<file path="src/hw/rtl/xrg_pkg.sv">
// ----------------------------------------------------------------------------
// xrg_pkg: shared definitions for the xoshiro256** range generator
// Word widths, SplitMix64 and xoshiro constants, request action codes and the
// status bundle that the seeding unit reports to the top level.
// ----------------------------------------------------------------------------
package xrg_pkg;

   // Generator word and serial counter widths.
   localparam int WORD_W = 64;
   localparam int CNT_W  = $clog2(WORD_W);
   localparam int NUM_WORDS = 4;
   localparam int IDX_W  = $clog2(NUM_WORDS);

   // Divisor covers a full 32-bit signed span plus one.
   localparam int DIVISOR_W = 33;
   localparam int INT_W     = 32;
   localparam int COUNT_W   = 31;

   // SplitMix64 constants.
   localparam logic [WORD_W-1:0] SM_GAMMA = 64'h9e37_79b9_7f4a_7c15;
   localparam logic [WORD_W-1:0] SM_MUL1  = 64'hbf58_476d_1ce4_e5b9;
   localparam logic [WORD_W-1:0] SM_MUL2  = 64'h94d0_49bb_1331_11eb;

   // xoshiro256** state update constants.
   localparam int XS_SHIFT = 17;
   localparam int XS_ROT   = 45;

   // Request action codes.
   localparam logic [1:0] ACT_RAW   = 2'd0;
   localparam logic [1:0] ACT_RANGE = 2'd1;
   localparam logic [1:0] ACT_INDEX = 2'd2;

   // Status of the seeding unit as seen by the top level.
   typedef struct packed {
      logic             busy;
      logic             word_wr;
      logic [IDX_W-1:0] word_idx;
   } seed_status_type;

endpackage

</file>
<file path="src/hw/rtl/xrg_divider.sv">
// ----------------------------------------------------------------------------
// xrg_divider: bit-serial remainder unit
// Restoring division of a 64-bit dividend by a 33-bit divisor, one dividend
// bit per cycle. Only the remainder is kept; it holds after done until the
// next start.
// ----------------------------------------------------------------------------
module xrg_divider (
   input  logic                            clock,
   input  logic                            reset,
   input  logic                            start,
   input  logic [xrg_pkg::WORD_W-1:0]      dividend,
   input  logic [xrg_pkg::DIVISOR_W-1:0]   divisor,
   output logic                            done,
   output logic [xrg_pkg::INT_W-1:0]       remainder
);
   import xrg_pkg::*;

   logic                 run_ff, run_in;
   logic                 done_ff, done_in;
   logic [CNT_W-1:0]     cnt_ff, cnt_in;
   logic [DIVISOR_W-1:0] rem_ff, rem_in;
   logic [DIVISOR_W-1:0] div_ff, div_in;
   logic [WORD_W-1:0]    dvd_ff, dvd_in;
   logic [DIVISOR_W:0]   trial;
   logic [DIVISOR_W:0]   diff;

   // One restoring step: bring down the next dividend bit and try to subtract.
   assign trial = {rem_ff, dvd_ff[WORD_W-1]};
   assign diff  = trial - {1'b0, div_ff};

   always_comb begin
      run_in  = run_ff;
      done_in = 1'b0;
      cnt_in  = cnt_ff;
      rem_in  = rem_ff;
      div_in  = div_ff;
      dvd_in  = dvd_ff;
      if (start) begin
         run_in = 1'b1;
         cnt_in = '0;
         rem_in = '0;
         div_in = divisor;
         dvd_in = dividend;
      end else if (run_ff) begin
         // The remainder stays below the divisor, so the low bits are enough.
         rem_in = diff[DIVISOR_W] ? trial[DIVISOR_W-1:0] : diff[DIVISOR_W-1:0];
         dvd_in = {dvd_ff[WORD_W-2:0], 1'b0};
         cnt_in = cnt_ff + 1'b1;
         if (&cnt_ff) begin
            run_in  = 1'b0;
            done_in = 1'b1;
         end
      end
   end

   // Control registers.
   always_ff @(posedge clock) begin
      if (reset) begin
         run_ff  <= 1'b0;
         done_ff <= 1'b0;
      end else begin
         run_ff  <= run_in;
         done_ff <= done_in;
      end
   end

   // Datapath registers.
   always_ff @(posedge clock) begin
      cnt_ff <= cnt_in;
      rem_ff <= rem_in;
      div_ff <= div_in;
      dvd_ff <= dvd_in;
   end

   assign done      = done_ff;
   assign remainder = rem_ff[INT_W-1:0];

endmodule

</file>
<file path="src/hw/rtl/xrg_seeder.sv">
// ----------------------------------------------------------------------------
// xrg_seeder: SplitMix64 seed expansion
// Produces the four generator words from a seed through four SplitMix64
// steps. Each multiply by a constant is done shift-and-add, one multiplier
// bit per cycle.
// ----------------------------------------------------------------------------
module xrg_seeder (
   input  logic                          clock,
   input  logic                          reset,
   input  logic                          start,
   input  logic [xrg_pkg::WORD_W-1:0]    seed_value,
   output xrg_pkg::seed_status_type      status,
   output logic [xrg_pkg::WORD_W-1:0]    word
);
   import xrg_pkg::*;

   typedef enum logic [2:0] {
      SD_IDLE,
      SD_GAMMA,
      SD_MUL_A,
      SD_MIX_A,
      SD_MUL_B,
      SD_FINISH
   } sd_state_type;

   sd_state_type     state_ff, state_in;
   logic             word_wr_ff, word_wr_in;
   logic [IDX_W-1:0] idx_ff, idx_in;
   logic [CNT_W-1:0] cnt_ff, cnt_in;
   logic [WORD_W-1:0] acc_ff, acc_in;
   logic [WORD_W-1:0] mcand_ff, mcand_in;
   logic [WORD_W-1:0] prod_ff, prod_in;
   logic [WORD_W-1:0] word_ff, word_in;
   logic [WORD_W-1:0] acc_sum;
   logic              mul_bit;

   assign acc_sum = acc_ff + SM_GAMMA;
   assign mul_bit = (state_ff == SD_MUL_A) ? SM_MUL1[cnt_ff] : SM_MUL2[cnt_ff];

   // Next-state and datapath selection.
   always_comb begin
      state_in   = state_ff;
      word_wr_in = 1'b0;
      idx_in     = idx_ff;
      cnt_in     = cnt_ff;
      acc_in     = acc_ff;
      mcand_in   = mcand_ff;
      prod_in    = prod_ff;
      word_in    = word_ff;
      case (state_ff)
         SD_IDLE: begin
            if (start) begin
               acc_in   = seed_value;
               idx_in   = '0;
               state_in = SD_GAMMA;
            end
         end
         SD_GAMMA: begin
            acc_in   = acc_sum;
            mcand_in = acc_sum ^ (acc_sum >> 30);
            prod_in  = '0;
            cnt_in   = '0;
            state_in = SD_MUL_A;
         end
         SD_MUL_A, SD_MUL_B: begin
            prod_in  = prod_ff + (mul_bit ? mcand_ff : '0);
            mcand_in = {mcand_ff[WORD_W-2:0], 1'b0};
            cnt_in   = cnt_ff + 1'b1;
            if (&cnt_ff) begin
               state_in = (state_ff == SD_MUL_A) ? SD_MIX_A : SD_FINISH;
            end
         end
         SD_MIX_A: begin
            mcand_in = prod_ff ^ (prod_ff >> 27);
            prod_in  = '0;
            cnt_in   = '0;
            state_in = SD_MUL_B;
         end
         SD_FINISH: begin
            word_in    = prod_ff ^ (prod_ff >> 31);
            word_wr_in = 1'b1;
            idx_in     = idx_ff + 1'b1;
            state_in   = (&idx_ff) ? SD_IDLE : SD_GAMMA;
         end
         default: begin
            state_in = SD_IDLE;
         end
      endcase
   end

   // State and registered outputs.
   always_ff @(posedge clock) begin
      if (reset) begin
         state_ff   <= SD_IDLE;
         word_wr_ff <= 1'b0;
         idx_ff     <= '0;
      end else begin
         state_ff   <= state_in;
         word_wr_ff <= word_wr_in;
         idx_ff     <= idx_in;
      end
   end

   // Datapath registers.
   always_ff @(posedge clock) begin
      cnt_ff   <= cnt_in;
      acc_ff   <= acc_in;
      mcand_ff <= mcand_in;
      prod_ff  <= prod_in;
      word_ff  <= word_in;
   end

   // The index advanced when the word was registered; write to the one before.
   assign status.busy     = (state_ff != SD_IDLE) | word_wr_ff;
   assign status.word_wr  = word_wr_ff;
   assign status.word_idx = idx_ff - 1'b1;
   assign word            = word_ff;

endmodule

</file>
<file path="src/hw/rtl/xoshiro256ss_range_generator.sv">
// ----------------------------------------------------------------------------
// xoshiro256ss_range_generator: xoshiro256** draws with range reduction
// Keeps four 64-bit generator words and serves one draw per request beat:
// a raw output, an integer in a signed inclusive range, or an index below a
// count. A seed write reloads the words through SplitMix64 expansion.
// ----------------------------------------------------------------------------
// Usage:
//   req_*  request beats; the block raises req_stall while busy or seeding.
//   rsp_*  one response beat per request, held in an output register until
//          the receiver drops rsp_stall. A new request is taken while a
//          finished response still waits in that register.
//   csr_*  seed writes; csr_ready is high only when the block is idle.
// Draw flow:
//   A raw draw passes through the stir, scale and reply states; its response
//   is then registered and the next request is taken back in idle.
//   Ranged and index draws add a serial remainder in the divide state, one
//   dividend bit per cycle, before the reply.
//   Single-value or inverted ranges, zero counts and unused actions go
//   straight to the reply. A receiver stall holds a finished response there.
// Reset and seeding:
//   Reset expands seed zero; a seed write expands the written value. The
//   expansion runs a shift-and-add multiplier; requests are stalled while
//   it runs.
// ----------------------------------------------------------------------------
module xoshiro256ss_range_generator (
   input  logic                              clock,
   input  logic                              reset,
   // Request channel.
   input  logic                              req_valid,
   output logic                              req_stall,
   input  logic [1:0]                        req_action,
   input  logic signed [xrg_pkg::INT_W-1:0]  req_low_bound,
   input  logic signed [xrg_pkg::INT_W-1:0]  req_high_bound,
   input  logic [xrg_pkg::COUNT_W-1:0]       req_count,
   // Response channel.
   output logic                              rsp_valid,
   input  logic                              rsp_stall,
   output logic [xrg_pkg::WORD_W-1:0]        rsp_raw_value,
   output logic signed [xrg_pkg::INT_W-1:0]  rsp_int_value,
   output logic                              rsp_error,
   // Seed register write.
   input  logic                              csr_valid,
   output logic                              csr_ready,
   input  logic [xrg_pkg::WORD_W-1:0]        csr_seed
);
   import xrg_pkg::*;

   typedef enum logic [2:0] {
      ST_IDLE,
      ST_STIR,
      ST_SCALE,
      ST_DIVIDE,
      ST_REPLY
   } st_state_type;

   typedef enum logic [2:0] {
      RK_RAW,
      RK_RANGE,
      RK_INDEX,
      RK_LOW,
      RK_ERROR,
      RK_NONE
   } reply_kind_type;

   st_state_type          state_ff, state_in;
   reply_kind_type        kind_ff, kind_in;
   logic                  load_pend_ff;
   logic                  rsp_valid_ff, rsp_valid_in;
   logic [WORD_W-1:0]     raw_ff, raw_in;
   logic [INT_W-1:0]      int_ff, int_in;
   logic                  err_ff, err_in;
   logic [INT_W-1:0]      lo_ff, lo_in;
   logic [DIVISOR_W-1:0]  divisor_ff, divisor_in;
   logic [WORD_W-1:0]     tmp_ff, tmp_in;
   logic [WORD_W-1:0]     gen_words_ff [NUM_WORDS];
   logic [WORD_W-1:0]     words_in [NUM_WORDS];

   logic                  accept;
   logic                  csr_write;
   logic                  out_free;
   logic [DIVISOR_W-1:0]  span;
   logic [WORD_W-1:0]     rot7;
   logic [WORD_W-1:0]     scaled;
   logic [WORD_W-1:0]     s2_mix;
   logic [WORD_W-1:0]     s3_mix;

   seed_status_type       seed_stat;
   logic [WORD_W-1:0]     seed_word;
   logic                  div_start;
   logic                  div_done;
   logic [INT_W-1:0]      div_rem;

   // Handshakes.
   assign accept    = req_valid & ~req_stall;
   assign req_stall = (state_ff != ST_IDLE) | seed_stat.busy | load_pend_ff;
   assign csr_ready = (state_ff == ST_IDLE) & ~seed_stat.busy & ~load_pend_ff;
   assign csr_write = csr_valid & csr_ready;
   assign out_free  = ~rsp_valid_ff | ~rsp_stall;

   // Range width hi - lo + 1, formed in 33 bits so a full span fits.
   assign span = {req_high_bound[INT_W-1], req_high_bound}
               - {req_low_bound[INT_W-1], req_low_bound} + 1'b1;

   // Output scrambler second half: rotate left by 7, then times 9.
   assign rot7   = {tmp_ff[WORD_W-8:0], tmp_ff[WORD_W-1:WORD_W-7]};
   assign scaled = rot7 + {rot7[WORD_W-4:0], 3'b000};

   // xoshiro256** state update terms.
   assign s2_mix = gen_words_ff[2] ^ gen_words_ff[0];
   assign s3_mix = gen_words_ff[3] ^ gen_words_ff[1];

   // Divider is loaded while the scaled output is formed.
   assign div_start = (state_ff == ST_SCALE) & (kind_ff != RK_RAW);

   // Main sequencer and response register.
   always_comb begin
      state_in     = state_ff;
      kind_in      = kind_ff;
      lo_in        = lo_ff;
      divisor_in   = divisor_ff;
      tmp_in       = tmp_ff;
      rsp_valid_in = rsp_valid_ff & rsp_stall;
      raw_in       = raw_ff;
      int_in       = int_ff;
      err_in       = err_ff;
      case (state_ff)
         ST_IDLE: begin
            if (accept) begin
               lo_in = req_low_bound;
               case (req_action)
                  ACT_RAW: begin
                     kind_in  = RK_RAW;
                     state_in = ST_STIR;
                  end
                  ACT_RANGE: begin
                     divisor_in = span;
                     if (req_low_bound >= req_high_bound) begin
                        kind_in  = RK_LOW;
                        state_in = ST_REPLY;
                     end else begin
                        kind_in  = RK_RANGE;
                        state_in = ST_STIR;
                     end
                  end
                  ACT_INDEX: begin
                     divisor_in = {{(DIVISOR_W-COUNT_W){1'b0}}, req_count};
                     if (req_count == '0) begin
                        kind_in  = RK_ERROR;
                        state_in = ST_REPLY;
                     end else begin
                        kind_in  = RK_INDEX;
                        state_in = ST_STIR;
                     end
                  end
                  default: begin
                     kind_in  = RK_NONE;
                     state_in = ST_REPLY;
                  end
               endcase
            end
         end
         ST_STIR: begin
            // First half of the scrambler: times 5.
            tmp_in   = gen_words_ff[1] + {gen_words_ff[1][WORD_W-3:0], 2'b00};
            state_in = ST_SCALE;
         end
         ST_SCALE: begin
            tmp_in   = scaled;
            state_in = (kind_ff == RK_RAW) ? ST_REPLY : ST_DIVIDE;
         end
         ST_DIVIDE: begin
            if (div_done) begin
               state_in = ST_REPLY;
            end
         end
         ST_REPLY: begin
            if (out_free) begin
               rsp_valid_in = 1'b1;
               raw_in       = (kind_ff == RK_RAW) ? tmp_ff : '0;
               err_in       = (kind_ff == RK_ERROR);
               case (kind_ff)
                  RK_RANGE: int_in = lo_ff + div_rem;
                  RK_INDEX: int_in = div_rem;
                  RK_LOW:   int_in = lo_ff;
                  default:  int_in = '0;
               endcase
               state_in = ST_IDLE;
            end
         end
         default: begin
            state_in = ST_IDLE;
         end
      endcase
   end

   // Generator words: reloaded by the seeder, advanced once per draw.
   always_comb begin
      for (int i = 0; i < NUM_WORDS; i++) begin
         words_in[i] = gen_words_ff[i];
      end
      if (seed_stat.word_wr) begin
         words_in[seed_stat.word_idx] = seed_word;
      end else if (state_ff == ST_STIR) begin
         words_in[0] = gen_words_ff[0] ^ s3_mix;
         words_in[1] = gen_words_ff[1] ^ s2_mix;
         words_in[2] = s2_mix ^ (gen_words_ff[1] << XS_SHIFT);
         words_in[3] = {s3_mix[WORD_W-1-XS_ROT:0], s3_mix[WORD_W-1:WORD_W-XS_ROT]};
      end
   end

   // Control registers.
   always_ff @(posedge clock) begin
      if (reset) begin
         state_ff     <= ST_IDLE;
         load_pend_ff <= 1'b1;
         rsp_valid_ff <= 1'b0;
      end else begin
         state_ff     <= state_in;
         load_pend_ff <= 1'b0;
         rsp_valid_ff <= rsp_valid_in;
      end
   end

   // Datapath and payload registers.
   always_ff @(posedge clock) begin
      kind_ff    <= kind_in;
      lo_ff      <= lo_in;
      divisor_ff <= divisor_in;
      tmp_ff     <= tmp_in;
      raw_ff     <= raw_in;
      int_ff     <= int_in;
      err_ff     <= err_in;
      for (int i = 0; i < NUM_WORDS; i++) begin
         gen_words_ff[i] <= words_in[i];
      end
   end

   // Seed expansion after reset uses seed zero.
   xrg_seeder u_seeder (
      .clock      (clock),
      .reset      (reset),
      .start      (load_pend_ff | csr_write),
      .seed_value (load_pend_ff ? '0 : csr_seed),
      .status     (seed_stat),
      .word       (seed_word)
   );

   xrg_divider u_divider (
      .clock     (clock),
      .reset     (reset),
      .start     (div_start),
      .dividend  (scaled),
      .divisor   (divisor_ff),
      .done      (div_done),
      .remainder (div_rem)
   );

   assign rsp_valid     = rsp_valid_ff;
   assign rsp_raw_value = raw_ff;
   assign rsp_int_value = int_ff;
   assign rsp_error     = err_ff;

   // The divider only finishes while the sequencer waits for it.
   a_div_done_waits: assert property (@(posedge clock) disable iff (reset)
      div_done |-> state_ff == ST_DIVIDE)
      else $error("remainder finished outside the divide state");

   // Seed words land only while no draw is in flight.
   a_seed_when_idle: assert property (@(posedge clock) disable iff (reset)
      seed_stat.word_wr |-> state_ff == ST_IDLE)
      else $error("seed word written during a draw");

   // A zero count answers with the error flag and skips the draw.
   a_zero_count: assert property (@(posedge clock) disable iff (reset)
      (accept && req_action == ACT_INDEX && req_count == '0)
      |=> (state_ff == ST_REPLY && kind_ff == RK_ERROR))
      else $error("zero count did not go straight to the response");

   // A finished response waits while the output register is still taken.
   a_reply_holds: assert property (@(posedge clock) disable iff (reset)
      (state_ff == ST_REPLY && !out_free) |=> state_ff == ST_REPLY)
      else $error("response left before the output register freed");

endmodule

</file>
<file path="config.mk">
export PLATFORM = sky130hd
export DESIGN_NAME = xoshiro256ss_range_generator
export DESIGN_NICKNAME = d
export VERILOG_FILES = /design/src/hw/rtl/xrg_pkg.sv /design/src/hw/rtl/xrg_divider.sv /design/src/hw/rtl/xrg_seeder.sv /design/src/hw/rtl/xoshiro256ss_range_generator.sv
export SDC_FILE = /design/constraint.sdc
export NUM_CORES = 2
export LEC_CHECK = 0
export ABC_AREA = 1
export ABC_CLOCK_PERIOD_IN_PS = 16100
export BUFFER_PORTS_ARGS = -buffer_cell sky130_fd_sc_hd__buf_2
export CELL_PAD_IN_SITES_DETAIL_PLACEMENT = 1
export CELL_PAD_IN_SITES_GLOBAL_PLACEMENT = 2
export CORE_MARGIN = 1.5
export CORE_UTILIZATION = 41
export DETAILED_ROUTE_END_ITERATION = 7
export GPL_TIMING_DRIVEN = 0
export PLACE_DENSITY_LB_ADDON = 0.1
export SLEW_MARGIN = 30
export SYNTH_ARGS = -nofsm -noshare
export SYNTH_HDL_FRONTEND = slang
export SYNTH_SLANG_ARGS = --single-unit
export TNS_END_PERCENT = 1
</file>
<file path="constraint.sdc">
create_clock -name clock -period 16.1 [get_ports clock]
set_input_delay 4.83 -clock clock [delete_from_list [all_inputs] [get_ports clock]]
set_output_delay 4.83 -clock clock [all_outputs]
set_load 0.01 [all_outputs]
</file>
==> flow_summary.json <==
{
  "switchingPower_uw": 5730,
  "cts-root-buf": "clkbuf_16",
  "yosys-top-cells-area": "edfxtp_1, nand2_1, ha_1, inv_1, o21ai_0",
  "worst_clock_skew_ns": 0.141,
  "antenna_found_initial": 9,
  "worstPathBufferInverterCount": 5,
  "die_w_um": 396,
  "placementRows": 143,
  "area_growth_pct": 12.7,
  "port_buffers": 265,
  "grt_util_all_layers": 0.338,
  "routabilityCongestion": 0.980,
  "intPower_uw": 6410,
  "met3_length_um": 17600,
  "synth_flop_cell": "edfxtp_1",
  "first_global_vias": 60300,
  "final_cell_mix": "nand2_1, inv_1, nor2_1, edfxtp_1, o21ai_0",
  "cts_made_buffers": 107,
  "syn-instance-count": 8025,
  "n_fill_cell": 18800,
  "drv_slew": 0,
  "route.met2.wl_um": 121000,
  "hp-class": "reg -> reg",
  "hpwl_um": 220000,
  "reg2reg_depth": 17,
  "crit_cells": 18,
  "ys_ff_latch": 898,
  "holdPathStages": 0,
  "die_h_um": 396,
  "ant_nets": 0,
  "syn_nets": 8556,
  "fmax_mhz": 129,
  "pwr-share-clk": 0.209,
  "pwr-share-seq": 0.331,
  "post-synth-top-area-fraction": 0.401,
  "hold_violations": 0,
  "seq_area_frac_synth": 0.418,
  "detail_route.iter0.violations": 5144,
  "critPathArrivalTime_ns": 8.24,
  "start_util": 0.415,
  "cts_tree": "done",
  "n_antenna_cell": 0,
  "critPathSlowestCell": "o21ai_1",
  "path_max_fanout": 4,
  "io_pins": 266,
  "cp-end-kind": "register",
  "synth_edf_count": 844,
  "slowest_delay_ns": 0.40,
  "rsz0062_at_grt": "no",
  "powerDensity_nw_per_um2": 170,
  "clock-sinks": 898,
  "dp.cells": 10300,
  "avgSynthCellArea_um2": 7.87,
  "final_nets": 8948,
  "htreeDepth": 3,
  "finalWirelength_um": 270000,
  "drive_gt1_frac": 0.0723,
  "crit_path_start_kind": "input port",
  "top_layer": "met5",
  "worstMarginPinSlew_ns": 1.00,
  "cts.path.max_buffers": 3,
  "p_leak_uw": 0.0303,
  "path_cells": "buf_2, inv_1, ha_1, inv_1, ha_1, inv_1, fa_1, inv_1, nand3_1, nand2_1, a21oi_1, o21ai_1, a21oi_1, o21ai_1, nand4_1, nand3_1, nand2_1, nor2_1",
  "die_area_um2": 156000,
  "drc_errors": 0,
  "period_share": 0.482,
  "ir_worst_vdd_mv": 0.140,
  "synth_area_um2": 63200,
  "drt-wirelength-per-cell_um": 25.6,
  "first_pass_iters": 5,
  "combPwrFrac": 0.460,
  "clk_latency_ns": 0.83,
  "route.layer.met1.wl_um": 122000,
  "grt.overflow.total": 0,
  "holdBufCountCts": 0,
  "grt_first_pass_wirelength_um": 395000,
  "relSlewSlack": 0.325,
  "post-route-util": 0.467,
  "postCtsSetupBuffers": 0,
  "num_vias": 59800,
  "ys_async_sr_fraction": 0,
  "maxCapViolations": 0,
  "worstPathRequired_ns": 16.57,
  "yosys_warnings": 0,
  "status": "finished clean",
  "core_um2": 152000,
  "via_per_inst": 5.67,
  "tns_ns": 0,
  "finalNonFillerCells": 10500,
  "fin_crit_ns": 7.77,
  "swShare": 0.472,
  "setup_viol": 0,
  "layout_commonest_cell": "nand2_1",
  "ctsResizeCount": 0,
  "yosys.area.top_type": "edfxtp_1",
  "ys_types": 70,
  "cpMostUsedCell": "inv_1",
  "worstSetupPathType": "in -> reg",
  "clk_pin_slew_ns": 0.06,
  "path_delay_family": "compound AO/OA/AOI/OAI gates",
  "grt_max_degree": 78
}
-- cells by family (layout without fill, tap and decap cells) --
kind of cell             count (synthesis)  in the layout  share of synthesized area
multiplexers                             1              1                   0.000158
buffers and inverters                 1304           1789                     0.0781
AO/OA/AOI/OAI                         1682           1682                      0.150
XOR/XNOR                               439            439                     0.0613
flip-flops                             898            898                      0.418
adder cells (fa/ha/maj)                365            365                     0.0731
AND/OR/NAND/NOR                       3336           3336                      0.219
-- state kept, by name, indices dropped and copies added, names as in the netlist, 2 cells and up, named ones only --
register,count
divisor_ff,33
gen_words_ff,256
kind_ff,3
lo_ff,32
rsp_int_value,32
rsp_raw_value,64
state_ff,3
tmp_ff,64
u_divider.cnt_ff,6
u_divider.div_ff,33
u_divider.dvd_ff,64
u_divider.rem_ff,33
u_seeder.acc_ff,64
u_seeder.cnt_ff,6
u_seeder.idx_ff,2
u_seeder.mcand_ff,64
u_seeder.prod_ff,64
u_seeder.state_ff,3
u_seeder.word,64
-- through the flow --
step	cell area (um^2)	total power, uW	setup slack, ns	hold slack, ns
global route	71200	12800	8.13	0.349
finish	71200	12100	8.33	0.343
CTS	71200	12000	8.41	0.337
floorplan	63200	7200	6.07	0.400
global placement	67100	9340	2.74	0.404
detailed placement	67600	9490	7.67	0.409
-- power by group through the flow --
stage / registers, uW / logic [uW] / clock network [uW]
3_5_place_dp: 4030 / 5460 / 0
2_1_floorplan: 3700 / 3500 / 0
4_1_cts: 3990 / 5500 / 2560
6_report: 4020 / 5580 / 2530
3_3_place_gp: 4080 / 5260 / 0
5_1_grt: 4040 / 6110 / 2640
-- area by class of cell --
class                   instances  area (um^2)  share of cell area
clock inverters                68          792              0.0111
well taps                    2030         2540              0.0357
flip-flops and latches        898        26400               0.371
multi-input cells            5823        31900               0.448
inverters                    1141         4300              0.0603
repair buffers                283         1790              0.0251
clock buffers                 134         2810              0.0394
plain buffers                 163          649             0.00912
-- synth_stat cells, types with 16 or more instances --
cell / n
inv_1: 1121
o211ai_1: 22
nor4_1: 30
a21o_1: 44
a22oi_1: 50
o21ai_1: 58
o22ai_1: 103
o21a_1: 30
clkbuf_1: 137
nand2_1: 1760
nor2_1: 846
or2_2: 71
inv_2: 16
nand4_1: 63
nor3_1: 89
xnor2_1: 252
ha_1: 358
a21oi_1: 485
edfxtp_1: 844
xor2_1: 183
nand3_1: 399
a31oi_1: 72
a32oi_1: 32
nand3b_1: 24
o21ai_0: 668
o21bai_1: 39
dfxtp_1: 54
-- path summary, 6_finish.rpt --
path                         from                   end  slack (ns)
min                divisor_ff[14]  u_divider.div_ff[14]        0.34
max reg2reg  u_seeder.state_ff[2]  u_seeder.prod_ff[38]       11.22
min reg2reg        divisor_ff[14]  u_divider.div_ff[14]        0.34
max             req_high_bound[1]        divisor_ff[31]        8.33
-- worst register-to-register path, cell delays in order, from the launching register on --
cell	delay, ns
dfxtp_1	0.41
inv_1	0.09
nand3_2	0.14
mux2i_2	0.74
clkbuf_1	0.63
nor2_1	0.11
ha_1	0.25
fa_1	0.38
nand2_1	0.10
nand2_1	0.05
o21ai_0	0.20
o21bai_2	0.19
nand4_1	0.13
nand3_1	0.30
a21oi_1	0.54
o21bai_1	0.24
nor2_1	0.14
nor2_1	0.06
-- per-layer routing --
layer  vias to the layer above  global-route usage
met5                         -                   0
met4                         6               0.107
met3                       396              0.0463
met2                      1937               0.540
met1                     29600               0.473
li1                      27800                   -
Power figures use the tool's default switching activity.
